--- src/prpp_pkg.sv ---
// Shared types, widths, register codes and helpers of the pixel ray point projection block.
package prpp_pkg;

   // Saturation width of the coordinate results (24 .. 48); ports stay 32 bits wide.
   localparam int COORD_WIDTH = 32;

   localparam int CSR_IDX_W  = 3;
   localparam int CSR_DATA_W = 48;

   localparam int DIR_W     = 33;   // ray direction, Q16.16
   localparam int WDIFF_W   = 33;   // joint minus camera position
   localparam int NUM_W     = 66;   // dot product d.(J-t) / 4
   localparam int DEN_W     = 64;   // dot product d.d / 4
   localparam int MAG_W     = 64;   // magnitude of num
   localparam int PROD_W    = 97;   // |d| * |num|
   localparam int QUO_W     = 51;   // quotient bits below the clamp limit
   localparam int LIM_W     = DEN_W + QUO_W;
   localparam int SUM_W     = 53;   // width used for the final additions
   localparam int DIV_STEPS = QUO_W;

   localparam int FRONT_DEPTH = 7;
   localparam int BACK_DEPTH  = 3 + 1 + DIV_STEPS + 1 + 1;
   localparam int SIDE_DEPTH  = BACK_DEPTH - 1;

   localparam int QUEUE_DEPTH = 4;
   localparam int QPTR_W      = 2;
   localparam int QCNT_W      = 3;

   localparam logic [QUO_W-1:0] QUO_CLAMP = QUO_W'(1) << 50;

   typedef enum logic [CSR_IDX_W-1:0] {
      CSR_ROT_ROW0  = 3'd0,
      CSR_ROT_ROW1  = 3'd1,
      CSR_ROT_ROW2  = 3'd2,
      CSR_TRANS_X   = 3'd3,
      CSR_TRANS_Y   = 3'd4,
      CSR_TRANS_Z   = 3'd5,
      CSR_INV_FOCAL = 3'd6,
      CSR_PRINCIPAL = 3'd7
   } csr_index_type;

   localparam logic [47:0] ROT_ROW0_RESET  = 48'd16384;
   localparam logic [47:0] ROT_ROW1_RESET  = 48'd1073741824;
   localparam logic [47:0] ROT_ROW2_RESET  = 48'd70368744177664;
   localparam logic [31:0] INV_FOCAL_RESET = 32'd2684355;
   localparam logic [15:0] CX_RESET        = 16'd12644;
   localparam logic [15:0] CY_RESET        = 16'd9938;

   typedef struct packed {
      logic [15:0] pixel_u;
      logic [15:0] pixel_v;
      logic [31:0] joint_x;
      logic [31:0] joint_y;
      logic [31:0] joint_z;
   } req_type;

   typedef struct packed {
      logic [31:0] ray_x;
      logic [31:0] ray_y;
      logic [31:0] ray_z;
      logic [31:0] proj_x;
      logic [31:0] proj_y;
      logic [31:0] proj_z;
   } rsp_type;

   typedef struct packed {
      logic [2:0][2:0][15:0] rot;
      logic [2:0][31:0]      trans;
      logic [31:0]           inv_focal;
      logic [15:0]           cx;
      logic [15:0]           cy;
   } cfg_type;

   typedef struct packed {
      logic [2:0][DIR_W-1:0] dir;
      logic [NUM_W-1:0]      num;
      logic [DEN_W-1:0]      den;
      logic [2:0][31:0]      ray;
   } mid_type;

   typedef struct packed {
      logic [2:0] neg;
      logic       dz;
   } side_type;

   // Clamp a wide signed value to COORD_WIDTH bits and keep the low 32 bits.
   function automatic logic [31:0] sat_coord(input logic signed [SUM_W-1:0] v);
      logic signed [SUM_W-1:0] hi_lim;
      logic signed [SUM_W-1:0] lo_lim;
      logic signed [SUM_W-1:0] r;
      hi_lim = $signed({{(SUM_W-COORD_WIDTH+1){1'b0}}, {(COORD_WIDTH-1){1'b1}}});
      lo_lim = $signed({{(SUM_W-COORD_WIDTH+1){1'b1}}, {(COORD_WIDTH-1){1'b0}}});
      priority if (v > hi_lim) begin
         r = hi_lim;
      end else if (v < lo_lim) begin
         r = lo_lim;
      end else begin
         r = v;
      end
      return r[31:0];
   endfunction

endpackage

--- src/prpp_queue.sv ---
// Short queue that decouples the front pipeline from the divider pipeline.
module prpp_queue import prpp_pkg::*; (
   input  logic    clock,
   input  logic    reset,
   input  logic    push,
   input  mid_type push_data,
   output logic    full,
   input  logic    pop,
   output mid_type pop_data,
   output logic    empty
);

   mid_type entry_ff [QUEUE_DEPTH];
   logic [QPTR_W-1:0] wr_ptr_ff, wr_ptr_in;
   logic [QPTR_W-1:0] rd_ptr_ff, rd_ptr_in;
   logic [QCNT_W-1:0] count_ff, count_in;

   assign full     = (count_ff == QCNT_W'(QUEUE_DEPTH));
   assign empty    = (count_ff == '0);
   assign pop_data = entry_ff[rd_ptr_ff];

   always_comb begin
      wr_ptr_in = push ? wr_ptr_ff + 1'b1 : wr_ptr_ff;
      rd_ptr_in = pop ? rd_ptr_ff + 1'b1 : rd_ptr_ff;
      count_in  = count_ff + QCNT_W'(push) - QCNT_W'(pop);
   end

   always_ff @(posedge clock) begin
      if (reset) begin
         wr_ptr_ff <= '0;
         rd_ptr_ff <= '0;
         count_ff  <= '0;
      end else begin
         wr_ptr_ff <= wr_ptr_in;
         rd_ptr_ff <= rd_ptr_in;
         count_ff  <= count_in;
      end
   end

   always_ff @(posedge clock) begin
      if (push) begin
         entry_ff[wr_ptr_ff] <= push_data;
      end
   end

endmodule

--- config.mk ---
export PLATFORM = sky130hd
export DESIGN_NAME = prpp_queue
export DESIGN_NICKNAME = d
export VERILOG_FILES = /design/src/prpp_pkg.sv /design/src/prpp_queue.sv
export SDC_FILE = /design/constraint.sdc
export NUM_CORES = 1
export LEC_CHECK = 0
export BUFFER_PORTS_ARGS = -buffer_cell sky130_fd_sc_hd__buf_2
export CAP_MARGIN = 10
export CORE_ASPECT_RATIO = 0.5
export CORE_MARGIN = 2
export CORE_UTILIZATION = 35
export DETAILED_ROUTE_END_ITERATION = 10
export GPL_ROUTABILITY_DRIVEN = 0
export PLACE_DENSITY = 0.65
export SLEW_MARGIN = 10
export SYNTH_ARGS = -nofsm -noshare
export SYNTH_HDL_FRONTEND = slang
export SYNTH_SLANG_ARGS = --single-unit
--- constraint.sdc ---
create_clock -name clock -period 9.85 [get_ports clock]
set_clock_uncertainty 0.1 [all_clocks]
set_input_delay 1.4775 -clock clock [delete_from_list [all_inputs] [get_ports clock]]
set_output_delay 1.4775 -clock clock [all_outputs]
set_load 0.01 [all_outputs]
Yosys cells after proc, flatten, opt, wreduce, memory -nomap -nowiden
Memories as Yosys holds them, arrays and structs flattened. A register that Yosys moved wholly into a read port is not among the register bits. Cells that the tools add are included.

Logic and storage cells: 14. Register bits after elaboration: 7. Bits in writable memories: 1300. Memories kept: 1. Output and inout port bits: 327. Input port bits: 329.

Memories: entry_ff (words 4, width 325, rd ports 1, clocked after Yosys merged registers in 1, wr ports 1, RTL line prpp_queue.sv:13) `mid_type entry_ff [QUEUE_DEPTH];`.

Muxes and demuxes: 4. Equality and inequality tests: 1. Reductions and logical operators: 1. Add/subtract/negate cells: 4.

Operators by type and width (count): $add A2 B1 Y2 const B (2); $mux W2 (2); $add A3 B1 Y3 (1); $eq A3 B3 Y1 const B (1); $logic_not A3 Y1 (1); $sub A3 B1 Y3 (1); $mux W1 (2).

Logic depth before layout (Yosys ltp)
Depth after elaboration: 3. Mapped depth: 7. Gate-level depth less buffers: 7.

Worst setup path before layout
OpenSTA, ideal clock, no wires.

Kind: input -> register. Start: in push. End: mem entry_ff[0][0] in the netlist's numbering (enable). Setup time: 0.727 ns. Stages on the path: 1. Data arrival time: 8.801 ns. Data required time: 9.023 ns. Path buffers: 0. Slack: 0.222 ns. Path through: and2_1.

Word-level cells in the longest chain between the ends: 2.

Ends and longest elaborated chain: start: declaration (RTL line prpp_queue.sv:5) `input logic push,`; $mux W1 (RTL line prpp_queue.sv:41) `if (push) begin`; $mux W1 (not written as such) (RTL line prpp_queue.sv:42) `entry_ff[wr_ptr_ff] <= push_data;`; end: declaration (RTL line prpp_queue.sv:13).

No other way between the ends.

==> metrics.md <==
| Metric | Value |
|---|---|
| RSZ-0062 raised after global routing | `false` |
| Post-synthesis average cell area | `27.2 um2` |
| Die width | `~520 um` |
| Period utilization | `53.5%` |
| CP required | `slightly above 8 ns` |
| Antenna violations before repair | `57` |
| Unique masters post-synth | `20` |
| Via-to-Cell Ratio | `4.92` |
| Hold Vio Cnt, Final | `0` |
| Root buf cell | `clkbuf_16` |
| Final Core Density | `approximately two fifths` |
| CTS tree | `yes` |
| Die ar. | `138000 um2` |
| Yosys warnings | `0` |
| Initial Util | `a little over a third` |
| Cell Pwr Density | `~210 nW/um2` |
| Total power | `roughly 0.012 W` |
| Worst-Margin Slew | `1.15 ns` |
| # clock sinks | `between 1000 and 1500` |
| Register area | `about 39000 um2` |
| First-pass GRT wire length | `between 150 and 200 mm` |
| Layout cell share with drive strength beyond 1 | `a little under half` |
| Wirelength per Cell | `around 25 um` |
| Final setup violation count | `0` |
| DRT antenna net count | `0` |
| Min cycle time layout | `~5.3 ns` |
| Fill count | `about 12000` |
| Height of the die | `~260 um` |
| Total track usage | `between 15 and 20%` |
| Grt total ovfl | `0` |
| Row count | `between 90 and 100` |
| Layout area overhead | `18.7%` |
| Commonest cells after routing, fill and taps aside | `edfxtp_1 (1300), buf_2 (655), mux4_2 (325), clkbuf_16 (114), clkbuf_1 (28)` |
| Setup_tns | `0 ns` |
| Post-CTS Setup Inserts | `0` |
| Commonest non-fill, non-tap cell in the layout | `edfxtp_1` |
| FF+latch count, synth | `around 1300` |
| Number of global-route vias before repair | `approximately 22000` |
| Finished Layout Cells | `~4400` |
| Max Cap Violations | `0` |
| CP max FO | `about 150` |
| Core ar. | `~130000 um2` |
| CTS buffer count | `between 100 and 150` |
| Maximum vdd drop | `between 0.1 and 0.15 mV` |
| Final WL | `about 110 mm` |
| Detailed Place HPWL | `around 70 mm` |
| Drt initial violations | `about 1700` |
| Status | `finished clean` |
| CTS Buffer Depth | `3` |
| Port Buffer Count | `655` |
| Post-synthesis sequential area ratio | `approximately 83%` |
| Min-delay worst type | `flip-flop to flip-flop` |
| Hold buffers post-CTS | `0` |
| Slew Limit Fails | `0` |
| H-tree levels | `3` |
| Synth Net Count | `between 2000 and 2500` |
| Crit path kind | `flip-flop to output port` |
| Relative slew margins | `about a quarter` |
| Placed Area | `roughly 53000 um2` |
| Leakage | `approximately 18 nW` |
| CP Capture Type | `output port` |
| Mapped Area | `~47000 um2` |
| DR vias | `approximately 22000` |
| Clk slew on worst S/H paths | `0.07 ns` |
| Post-CTS Resized | `0` |
| Layout Nets | `2796` |
| Largest net degree at the start of global routing | `around 150` |
| Drt pass-1 iters | `5` |
| Area of the multi-input gates | `7570 um2` |
| DR DRC count | `0` |
| Fmax | `around 190 MHz` |
| Crit start category | `flip-flop` |
| Post-Synthesis Cells | `approximately 1700` |
| # IOs | `656` |
| DP Cell Count | `a little over 4000` |
| Clk_lat worst skew | `between 0.7 and 0.8 ns` |
| Finished Cell Area | `56200 um2` |
| WP data arrival | `approximately 3.7 ns` |
-- critical path: stages (launching register included) --
cell and delay [ns]:
dfxtp_4 0.74, buf_4 0.69, buf_12 0.65, mux4_2 0.45, buf_2 0.16
-- metrics by stage --
step                      setup slack (ns)  hold slack (ns)
after CTS                             4.45            0.443
final                                 4.58            0.437
after global placement                5.19            0.401
after global routing                  4.37            0.485
after floorplan                      0.222            0.392
after detailed placement              5.22            0.430
-- final timing paths --
kind | startpoint | slack, ns | end | depth (start not counted)
worst min register to register | rd_ptr_ff[0]$_SDFFE_PP0P_ | 0.44 | rd_ptr_ff[1]$_SDFFE_PP0P_ | 2
worst max-delay path | flip-flop | 4.58 | pop_data[154] | 4
worst min-delay path | rd_ptr_ff[0]$_SDFFE_PP0P_ | 0.44 | rd_ptr_ff[1]$_SDFFE_PP0P_ | 2
worst max register to register | wr_ptr_ff[0]$_SDFFE_PP0P_ | 6.40 | entry_ff[2][138]$_DFFE_PP_ | 5
-- cell type report --
type,count,share of cell area [%]
Sequential cell,1309,69.8
Clock inverter,60,0.867
Antenna cell,29,0.129
Timing Repair Buffer,679,6.36
Multi-Input combinational cell,352,13.5
Tap cell,1794,4.00
Clock buffer,143,5.29
Inverter,6,0.0401
-- where the power goes --
part / switching [W] / internal [W]
clock network: 0.00197 / 0.00227
registers: 0.0000680 / 0.00641
logic: 0.000666 / 0.000496
-- cells in the mapped netlist, drive strengths merged --
| cell type | n | area share (%) |
|---|---|---|
| buf | 63 | 1.0 |
| nor2b | 2 | 0.026 |
| mux2i | 1 | 0.021 |
| xor3 | 1 | 0.050 |
| nor2 | 5 | 0.040 |
| nand3b | 1 | 0.016 |
| xnor2 | 2 | 0.037 |
| edfxtp | 1300 | 82 |
| fa | 1 | 0.042 |
| and3 | 1 | 0.013 |
| nor3 | 1 | 0.011 |
| dfxtp | 9 | 0.38 |
| and2 | 4 | 0.053 |
| mux4 | 325 | 15 |
| clkbuf | 9 | 0.071 |
| a21bo | 1 | 0.021 |
| ha | 6 | 0.16 |
| inv | 6 | 0.048 |
| a21oi | 1 | 0.011 |
-- cell families (layout without fill, tap and decap cells) --
group	count (synthesis)	after routing	share of synthesized area, %
AOI/OAI and AO/OA	2	2	0.0317
xor gates and xnor gates	3	3	0.0872
adders and majority gates	7	7	0.201
buffers and inverters	78	888	1.17
DFF	1309	1309	82.9
muxes	326	326	15.5
other	0	29	0
and+or+nand+nor	14	14	0.159
-- flip-flops by register name (all words and copies together), names as in the netlist, named ones only --
signal     flops
entry_ff    1300
rd_ptr_ff      2
count_ff       3
wr_ptr_ff      2
-- layer usage --
layer  part of all wire (%)  track usage [%]  up-vias
met2                     57             28.8      575
met4                    4.8             7.44        0
met3                    3.5             2.55      268
li1                       -                -     9068
met1                     35             16.4    11600
met5                      0                0        -
(Power assumes the default switching activity.)
